## config.mk

```make
export PLATFORM = sky130hd
export DESIGN_NAME = nrbf_ctrl
export DESIGN_NICKNAME = d
export VERILOG_FILES = /design/src/rtl/nrbf_pkg.sv /design/src/rtl/nrbf_ctrl.sv
export SDC_FILE = /design/constraint.sdc
export NUM_CORES = 1
export LEC_CHECK = 0
export ABC_AREA = 1
export BUFFER_PORTS_ARGS = -buffer_cell sky130_fd_sc_hd__buf_4
export CORE_MARGIN = 2
export CORE_UTILIZATION = 50
export CTS_CLUSTER_SIZE = 16
export DETAILED_ROUTE_END_ITERATION = 8
export PLACE_DENSITY = 0.74
export SYNTH_ARGS = -nofsm -noshare
export SYNTH_HDL_FRONTEND = slang
export SYNTH_SLANG_ARGS = --single-unit
```

## constraint.sdc

```tcl
create_clock -name clk -period 1.7 [get_ports clk]
set_input_delay 0.085 -clock clk [delete_from_list [all_inputs] [get_ports clk]]
set_output_delay 0.085 -clock clk [all_outputs]
set_load 0.005 [all_outputs]
```

## src/rtl/nrbf_pkg.sv

```systemverilog
// ----------------------------------------------------------------------------
// nrbf_pkg: shared types and constants
// Field widths, opcodes, fixed-point constants, the 2^(-k/8) table and the
// command/status bundles between controller and datapath.
// ----------------------------------------------------------------------------
package nrbf_pkg;

  localparam int DEF_MAX_KERNELS = 32;

  localparam int OPCODE_W = 1;
  localparam int KIDX_W   = 5;
  localparam int CENTER_W = 16;
  localparam int HWIDTH_W = 24;
  localparam int WEIGHT_W = 32;
  localparam int PHASE_W  = 16;
  localparam int FORCE_W  = 32;
  localparam int ASUM_W   = 22;
  localparam int ACTK_W   = 6;

  // activation is unsigned Q1.16 with value up to 1.0
  localparam int PSI_W    = 17;
  // signed psi * weight product
  localparam int PROD_W   = PSI_W + 1 + WEIGHT_W;
  localparam int ENTRY_W  = CENTER_W + HWIDTH_W + WEIGHT_W;

  localparam logic [ACTK_W-1:0] ACTIVE_RESET = ACTK_W'(32);

  localparam logic [OPCODE_W-1:0] OP_LOAD = 1'b0;
  localparam logic [OPCODE_W-1:0] OP_EVAL = 1'b1;

  // log2(e) in Q.16
  localparam logic [16:0] LOG2E_Q16 = 17'd94548;
  // integer exponent at which the activation flushes to zero
  localparam logic [18:0] FLUSH_SHIFT = 19'd17;

  typedef struct packed {
    logic load_we;      // write one kernel entry
    logic eval_start;   // capture phase, clear accumulators
    logic issue;        // read one kernel entry into the pipeline
    logic div_start;    // load divider from accumulators
    logic div_step;     // one quotient bit
    logic result_load;  // move result into output register
  } cmd_t;

  typedef struct packed {
    logic pipe_empty;   // no kernel in flight
  } stat_t;

  // round(2^(-k/8) * 65536), k = 0..8
  function automatic logic [PSI_W-1:0] pow2_val(input logic [3:0] k);
    logic [PSI_W-1:0] v;
    case (k)
      4'd0:    v = 17'd65536;
      4'd1:    v = 17'd60097;
      4'd2:    v = 17'd55109;
      4'd3:    v = 17'd50535;
      4'd4:    v = 17'd46341;
      4'd5:    v = 17'd42495;
      4'd6:    v = 17'd38968;
      4'd7:    v = 17'd35734;
      4'd8:    v = 17'd32768;
      default: v = 17'd32768;
    endcase
    return v;
  endfunction

endpackage

```

## src/rtl/nrbf_ctrl.sv

```systemverilog
// ----------------------------------------------------------------------------
// nrbf_ctrl: sequencing controller
// Accepts transactions, walks the kernel table, waits for the pipeline to
// drain, runs the serial divider and hands the result to the output register.
// ----------------------------------------------------------------------------
module nrbf_ctrl #(
  parameter int MAX_KERNELS = nrbf_pkg::DEF_MAX_KERNELS
) (
  input  logic                                clk,
  input  logic                                rst_n,
  input  logic                                in_valid,
  output logic                                in_stall,
  input  logic [nrbf_pkg::OPCODE_W-1:0]       in_opcode,
  input  logic [nrbf_pkg::KIDX_W-1:0]         in_kernel_index,
  output logic                                out_valid,
  input  logic                                out_stall,
  input  logic                                cfg_valid,
  output logic                                cfg_ready,
  input  logic [nrbf_pkg::ACTK_W-1:0]         cfg_active_kernels,
  output nrbf_pkg::cmd_t                      cmd,
  output logic [$clog2(MAX_KERNELS)-1:0]      rd_addr,
  input  nrbf_pkg::stat_t                     stat
);
  import nrbf_pkg::*;

  localparam int KI_W   = $clog2(MAX_KERNELS);
  localparam int CNT_W  = $clog2(MAX_KERNELS + 1);
  localparam int NUM_W  = PROD_W + KI_W;
  localparam int DIV_CW = $clog2(NUM_W + 1);

  localparam logic [2:0] ST_IDLE  = 3'd0;
  localparam logic [2:0] ST_ISSUE = 3'd1;
  localparam logic [2:0] ST_DRAIN = 3'd2;
  localparam logic [2:0] ST_DIV   = 3'd3;
  localparam logic [2:0] ST_DONE  = 3'd4;

  logic [2:0]        state_r, state_nxt;
  logic [CNT_W-1:0]  idx_r, idx_nxt;
  logic [CNT_W-1:0]  cnt_r, cnt_nxt;
  logic [DIV_CW-1:0] div_cnt_r, div_cnt_nxt;
  logic [ACTK_W-1:0] active_r, active_nxt;
  logic              out_valid_r, out_valid_nxt;
  logic              in_acc;

  assign in_stall  = (state_r != ST_IDLE);
  assign cfg_ready = (state_r == ST_IDLE);
  assign out_valid = out_valid_r;
  assign in_acc    = in_valid && !in_stall;
  assign rd_addr   = idx_r[KI_W-1:0];

  always_comb begin
    state_nxt     = state_r;
    idx_nxt       = idx_r;
    cnt_nxt       = cnt_r;
    div_cnt_nxt   = div_cnt_r;
    active_nxt    = active_r;
    out_valid_nxt = out_valid_r;
    cmd           = '0;

    if (cfg_valid && cfg_ready) begin
      active_nxt = cfg_active_kernels;
    end
    if (out_valid_r && !out_stall) begin
      out_valid_nxt = 1'b0;
    end

    case (state_r)
      ST_IDLE: begin
        if (in_acc) begin
          if (in_opcode == OP_LOAD) begin
            cmd.load_we = (32'(in_kernel_index) < MAX_KERNELS);
          end else begin
            cmd.eval_start = 1'b1;
            idx_nxt        = '0;
            if (32'(active_r) > MAX_KERNELS) begin
              cnt_nxt = CNT_W'(MAX_KERNELS);
            end else begin
              cnt_nxt = CNT_W'(active_r);
            end
            // no kernels: straight to the (empty) drain
            if (32'(active_r) == 0) begin
              state_nxt = ST_DRAIN;
            end else begin
              state_nxt = ST_ISSUE;
            end
          end
        end
      end
      ST_ISSUE: begin
        cmd.issue = 1'b1;
        idx_nxt   = idx_r + CNT_W'(1);
        if (idx_r + CNT_W'(1) == cnt_r) begin
          state_nxt = ST_DRAIN;
        end
      end
      ST_DRAIN: begin
        if (stat.pipe_empty) begin
          cmd.div_start = 1'b1;
          div_cnt_nxt   = '0;
          state_nxt     = ST_DIV;
        end
      end
      ST_DIV: begin
        cmd.div_step = 1'b1;
        div_cnt_nxt  = div_cnt_r + DIV_CW'(1);
        if (div_cnt_r == DIV_CW'(NUM_W - 1)) begin
          state_nxt = ST_DONE;
        end
      end
      ST_DONE: begin
        if (!out_valid_r || !out_stall) begin
          cmd.result_load = 1'b1;
          out_valid_nxt   = 1'b1;
          state_nxt       = ST_IDLE;
        end
      end
      default: begin
        state_nxt = ST_IDLE;
      end
    endcase
  end

  always_ff @(posedge clk) begin
    if (!rst_n) begin
      state_r     <= ST_IDLE;
      idx_r       <= '0;
      cnt_r       <= '0;
      div_cnt_r   <= '0;
      active_r    <= ACTIVE_RESET;
      out_valid_r <= 1'b0;
    end else begin
      state_r     <= state_nxt;
      idx_r       <= idx_nxt;
      cnt_r       <= cnt_nxt;
      div_cnt_r   <= div_cnt_nxt;
      active_r    <= active_nxt;
      out_valid_r <= out_valid_nxt;
    end
  end

endmodule

```

Yosys cells after proc, flatten, opt, wreduce, memory -nomap -nowiden
Index checks and enable logic that the tools add are counted.
{"block": "word_totals", "reg_bits": 28, "output_inout_bits": 14, "word_cells": 64}
{"block": "classes", "n_reduce_logical": 16, "muxes": 27, "magnitude_cmp": 1, "n_addsub": 2, "eq_ne": 12}
{"op": "$mux W6", "count": 4}
{"op": "$pmux W6 S2", "count": 2}
{"op": "$mux W3", "count": 6}
{"op": "$pmux W3 S5", "count": 1}
{"op": "$add A6 B1 Y6 const B", "count": 2}
{"op": "$mux W1", "count": 11}
{"op": "$ne A2 B2 Y1 const B", "count": 5}
{"op": "$eq A3 B2 Y1 const B", "count": 2}
{"op": "$eq A6 B6 Y1", "count": 1}
{"op": "$eq A6 B6 Y1 const B", "count": 1}
{"op": "$gt A6 B6 Y1 const B", "count": 1}
{"op": "$logic_not A6 Y1", "count": 1}
{"op": "$mux W2", "count": 3}
{"op": "$reduce_and A3 Y1", "count": 2}
{"op": "$reduce_and A6 Y1", "count": 1}
{"op": "$reduce_bool A2 Y1", "count": 2}
{"op": "$eq A3 B1 Y1 const B", "count": 1}
{"op": "$eq A3 B3 Y1 const B", "count": 1}
{"op": "$logic_and A1 B1 Y1", "count": 3}
{"op": "$logic_not A1 Y1", "count": 3}
{"op": "$logic_not A3 Y1", "count": 1}
{"op": "$reduce_bool A3 Y1", "count": 1}
{"op": "$ne A2 B1 Y1 const B", "count": 1}
{"op": "$reduce_and A2 Y1", "count": 1}
{"op": "$logic_or A1 B1 Y1", "count": 1}

Logic depth before layout (Yosys ltp)
{"block": "depth", "word_depth": 5, "ltp_mapped": 13}

Least setup slack after synthesis
No wires, ideal clock.
{"block": "synth_timing", "path_kind": "register -> register", "from": "reg idx_r[0]", "to": "reg state_r[0]", "arrival_ps": 1321, "path_stages_with_launch": 13, "setup_ps": 113, "path_buffers": 0, "required_ps": 1587, "period_less_slack_ps": 1434, "path_slack_ps": 266, "cell_sequence": "dfxtp_1 -> ha_1 -> nand2_1 -> inv_1 -> nand2_1 -> nand3b_1 -> nand2_1 -> nor2_1 -> nand3_1 -> nand2_1 -> nand2_1 -> o21ai_1 -> inv_1"}
{"block": "synth_between", "elab_chain_len": 4}
{"item": "start: declaration", "line_no": "nrbf_ctrl.sv:38", "source": "logic [CNT_W-1:0] idx_r, idx_nxt;"}
{"item": "start signal: assignment", "line_no": "nrbf_ctrl.sv:133", "source": "idx_r <= idx_nxt;"}
{"item": "$add A6 B1 Y6", "line_no": "nrbf_ctrl.sv:92", "source": "if (idx_r + CNT_W'(1) == cnt_r) begin"}
{"item": "$eq A6 B6 Y1", "line_no": "nrbf_ctrl.sv:92"}
{"item": "$ne A2 B2 Y1 (no source line)"}
{"item": "$reduce_and A6 Y1 (no source line)"}
{"item": "end signal: assignment", "line_no": "nrbf_ctrl.sv:132", "source": "state_r <= state_nxt;"}
{"item": "end: declaration", "line_no": "nrbf_ctrl.sv:37", "source": "logic [2:0] state_r, state_nxt;"}
Every way passes these cells.
A chain may end at the register's enable or synchronous reset.

==> impl_table.tex <==
\begin{tabular}{lr}
\hline
Metric & Value \\
\hline
\multicolumn{2}{l}{\textbf{Power}} \\
Net load switching power & 0.0006390 W \\
Relative contribution of sequential cells to total power & 39.5\% \\
Static leakage power & 0.8203 nW \\
VDD IR-drop max & 593.7 µV \\
Total design power & 0.001923 W \\
Clk network pwr share & 23.7\% \\
Share of total power consumed by net switching & 33.23\% \\
Combinational share of power & 36.9\% \\
Total power divided by cell area & 1018 nW/µm² \\
Internal Power & 0.001284 W \\
\multicolumn{2}{l}{\textbf{Synthesis}} \\
Post-synth ARST share & 0\% \\
Synthesized flop and latch total & 28 \\
Mean instance size in the synthesized netlist & 6.910 µm² \\
Cell type contributing the most total cell area after synthesis & sky130\_fd\_sc\_hd\_\_dfxtp\_1 \\
Dominant cells by area after synthesis & sky130\_fd\_sc\_hd\_\_dfxtp\_1, sky130\_fd\_sc\_hd\_\_nand2\_1, sky130\_fd\_sc\_hd\_\_inv\_1, sky130\_fd\_sc\_hd\_\_a21oi\_1, sky130\_fd\_sc\_hd\_\_nand3\_1 \\
Portion of synthesized cell area occupied by the leading cell type & 36.87\% \\
Most frequently used cell type in the post-synthesis netlist & sky130\_fd\_sc\_hd\_\_nand2\_1 \\
Count of synthesis-stage warnings from yosys & 0 \\
Number of enable-type register cells in the synthesized netlist & 0 \\
Post-synth top flop & sky130\_fd\_sc\_hd\_\_dfxtp\_1 \\
List of most frequent post-synthesis cells & sky130\_fd\_sc\_hd\_\_nand2\_1, sky130\_fd\_sc\_hd\_\_inv\_1, sky130\_fd\_sc\_hd\_\_dfxtp\_1, sky130\_fd\_sc\_hd\_\_a21oi\_1, sky130\_fd\_sc\_hd\_\_nand3\_1 \\
Proportion of synthesized chip area in sequential cells & 36.87\% \\
Number of cells produced by synthesis & 220 \\
Total standard cell area after synthesis & 1520 µm² \\
Mapped Nets & 241 \\
Distinct cells, synth & 31 \\
\multicolumn{2}{l}{\textbf{CTS}} \\
CTS root buf & sky130\_fd\_sc\_hd\_\_clkbuf\_4 \\
Clk Latency, worst-skew pair & 0.34 ns \\
Number of sinks on the clock net & 28 \\
Clock Tree Buf Depth & 2 \\
Clock slew seen by the registers of the worst setup and hold paths & 0.16 ns \\
CTS tree & built \\
Deepest level of the CTS H-tree & 1 \\
Clock buffers created by TritonCTS & 3 \\
\multicolumn{2}{l}{\textbf{Global routing}} \\
Total global-route track usage & 19.13\% \\
Antenna violations before repair & 0 \\
Number of global-route vias before repair & 1224 \\
Largest net degree at the start of global routing & 17 \\
Sum of overflow across all layers after global routing & 0 \\
Wire length of the first global-routing pass & 5230 µm \\
\multicolumn{2}{l}{\textbf{Final layout}} \\
Synth-to-Final Area Change & 24.28\% \\
Net total in the final layout & 276 \\
Final Util & 63.45\% \\
Number of antenna diodes & 0 \\
Share of post-route cells with drive strength above 1 & 20.47\% \\
\multicolumn{2}{l}{\textbf{Min path}} \\
Hold Path Cell Cnt & 3 \\
Startpoint of the tightest hold check path & cfg\_active\_kernels[2] \\
Class of the tightest hold or removal check & input port to flip-flop \\
WHS Endpoint & active\_r[2] \\
\multicolumn{2}{l}{\textbf{Floorplanning}} \\
Die Y & 59.14 µm \\
Die width & 59.14 µm \\
Row cnt & 20 \\
Initial standard-cell utilization of the core & 51.05\% \\
Die area & 3498 µm² \\
I/O pin count & 32 \\
Core area & 2978 µm² \\
\multicolumn{2}{l}{\textbf{Worst setup path}} \\
Combined buffer and inverter count along the critical path & 3 \\
RR Startpoint & state\_r[1] \\
Cell count of the worst reg-to-reg path & 6 \\
Required @ worst endpoint & 1.62 ns \\
Crit-path slowest cell & sky130\_fd\_sc\_hd\_\_dfxtp\_4 \\
Element type at the critical path start & flip-flop \\
Peak fanout along the critical path & 9 \\
Top cell by count, worst path & sky130\_fd\_sc\_hd\_\_nor2\_8 \\
Worst endpoint data arrival time & 1.58 ns \\
Largest stage delay on the critical path & 0.38 ns \\
Worst r2r dst & active\_r[5] \\
Worst Setup Path Type & flip-flop to output pin \\
Cell family with the largest share of critical-path delay & simple AND/OR/NAND/NOR gates \\
Crit-path cells & or2\_4 -> nor2\_8 -> inv\_4 -> nor2\_8 -> nand2\_8 -> inv\_1 -> buf\_4 \\
R2R Setup Slk & 0.07 ns \\
Type of element capturing the critical path & output pin \\
\multicolumn{2}{l}{\textbf{Detailed routing}} \\
Initial DRT Pass Iterations & 4 \\
Avg WL per Cell & 11.09 µm \\
Remaining antenna violation count & 0 \\
Drt total wl & 3183 µm \\
Drt via density & 5.049 \\
Via count & 1449 \\
Remaining DRCs & 0 \\
First DRT Iteration DRCs & 78 \\
\multicolumn{2}{l}{\textbf{Timing}} \\
Skew final & 0.005616 ns \\
Peak clock frequency supported by timing & 601.4 MHz \\
Number of failing setup endpoints in the final timing report & 0 \\
Final number of max-transition violations & 0 \\
Worst slew margin relative to its limit & 73.60\% \\
Fin crit share & 97.82\% \\
Clock period minus worst slack & 1.663 ns \\
Unrepaired setup endpoints after global routing & yes \\
Hold slack & 0.004491 ns \\
Final count of hold timing violations & 0 \\
Worst-Margin Slew & 0.3956 ns \\
Final total negative setup slack & 0 ns \\
\multicolumn{2}{l}{\textbf{Run}} \\
Count of maximum capacitance violations & 0 \\
\multicolumn{2}{l}{\textbf{Placement}} \\
Final weighted congestion in routability-driven placement & 0.8708 \\
Buffers on Ports & 26 \\
Placed wire-length estimate after detailed placement & 2291 µm \\
\multicolumn{2}{l}{\textbf{Run status}} \\
Run status & finished, final reports clean \\
\hline
\end{tabular}
-- layout by cell type (no fill, tap or decap), drive strengths merged --
master,count
clkinv,1
o211ai,2
bufinv,1
a41oi,1
o22ai,2
a22oi,2
o31ai,1
o21bai,1
a21oi,23
o21ai,12
nor3,4
ha,3
inv,35
nor2,22
dfxtp,28
or2,1
nand3b,1
a211oi,2
nand4,3
nand2,50
nand3,18
clkbuf,3
xnor2,1
dlygate4sd3,4
buf,33
-- tightest hold or removal path: cells and delay by family --
family                 cells  cell delay [ns]
AO/OA/AOI/OAI              2             0.17
buffers and inverters      1             0.07
-- what timing repair did --
action / CTS / global route
setup buffers: 0 / 3
endpoints found under the setup margin: 1 / 3
endpoints found under the hold margin: 2 / 0
pin swaps: 0 / 1
gates resized for setup: 1 / 6
hold buffers: 4 / 0
-- power by group through the flow --
stage,clock [W],sequential (W),combinational [W]
2_1_floorplan,0,0.000771,0.000406
3_3_place_gp,0,0.000771,0.000592
3_5_place_dp,0,0.000772,0.000592
4_1_cts,0.000455,0.000759,0.000607
5_1_grt,0.000480,0.000766,0.000788
6_report,0.000455,0.000759,0.000709
-- flip-flops by register name, summed over array words and instances (netlist names) --
register,flops
idx_r,6
div_cnt_r,6
out_valid,1
cnt_r,6
active_r,6
state_r,3
-- layout make-up --
cell class / count / area, µm²
clock buffer: 3 / 22.52
clock inverter: 1 / 30.03
fill: 278 / 1089
inverter: 36 / 137.6
multi-input combinational: 149 / 790.8
sequential: 28 / 566.8
tap: 33 / 41.29
timing repair buffer: 37 / 300.3
-- worst max path at each step --
stage	start	end	slack, ns	cells after the start
floorplan	idx_r[0]	state_r[0]	0.27	12
global placement	idx_r[0]	state_r[0]	0.19	13
detailed placement	idx_r[0]	state_r[0]	0.19	13
CTS	state_r[1]	cmd[4]	0.04	7
global route	state_r[1]	cmd[4]	-0.04	7
finish	state_r[1]	cmd[4]	0.04	7
-- layer usage --
metal / vias up / share of wire, % / global-route usage (%)
li1: 783 / - / -
met1: 629 / 50 / 27.31
met2: 33 / 45 / 30.48
met3: 4 / 3.6 / 1.965
met4: 0 / 1.4 / 5.844
met5: - / 0 / 0
-- logic make-up (layout without fill, tap and decap cells) --
logic type      Yosys count  in the layout  share of synthesized area, %
simple gates             99             99                         30.78
compound gates           46             46                         17.28
fa+ha+maj                 3              3                         2.469
buf+inv                  43             77                         12.02
flops                    28             28                         36.87
xor+xnor                  1              1                        0.5762
-- metrics by stage --
stage	area (µm²)	setup WS, ns	std cells
2_1_floorplan	1520	0.2658	220
3_3_place_gp	1742	0.1892	276
3_5_place_dp	1742	0.1870	276
4_1_cts	1836	0.03514	284
5_1_grt	1889	-0.03761	287
6_report	1889	0.03712	287
Note: power is estimated with default switching activity, not from simulation.
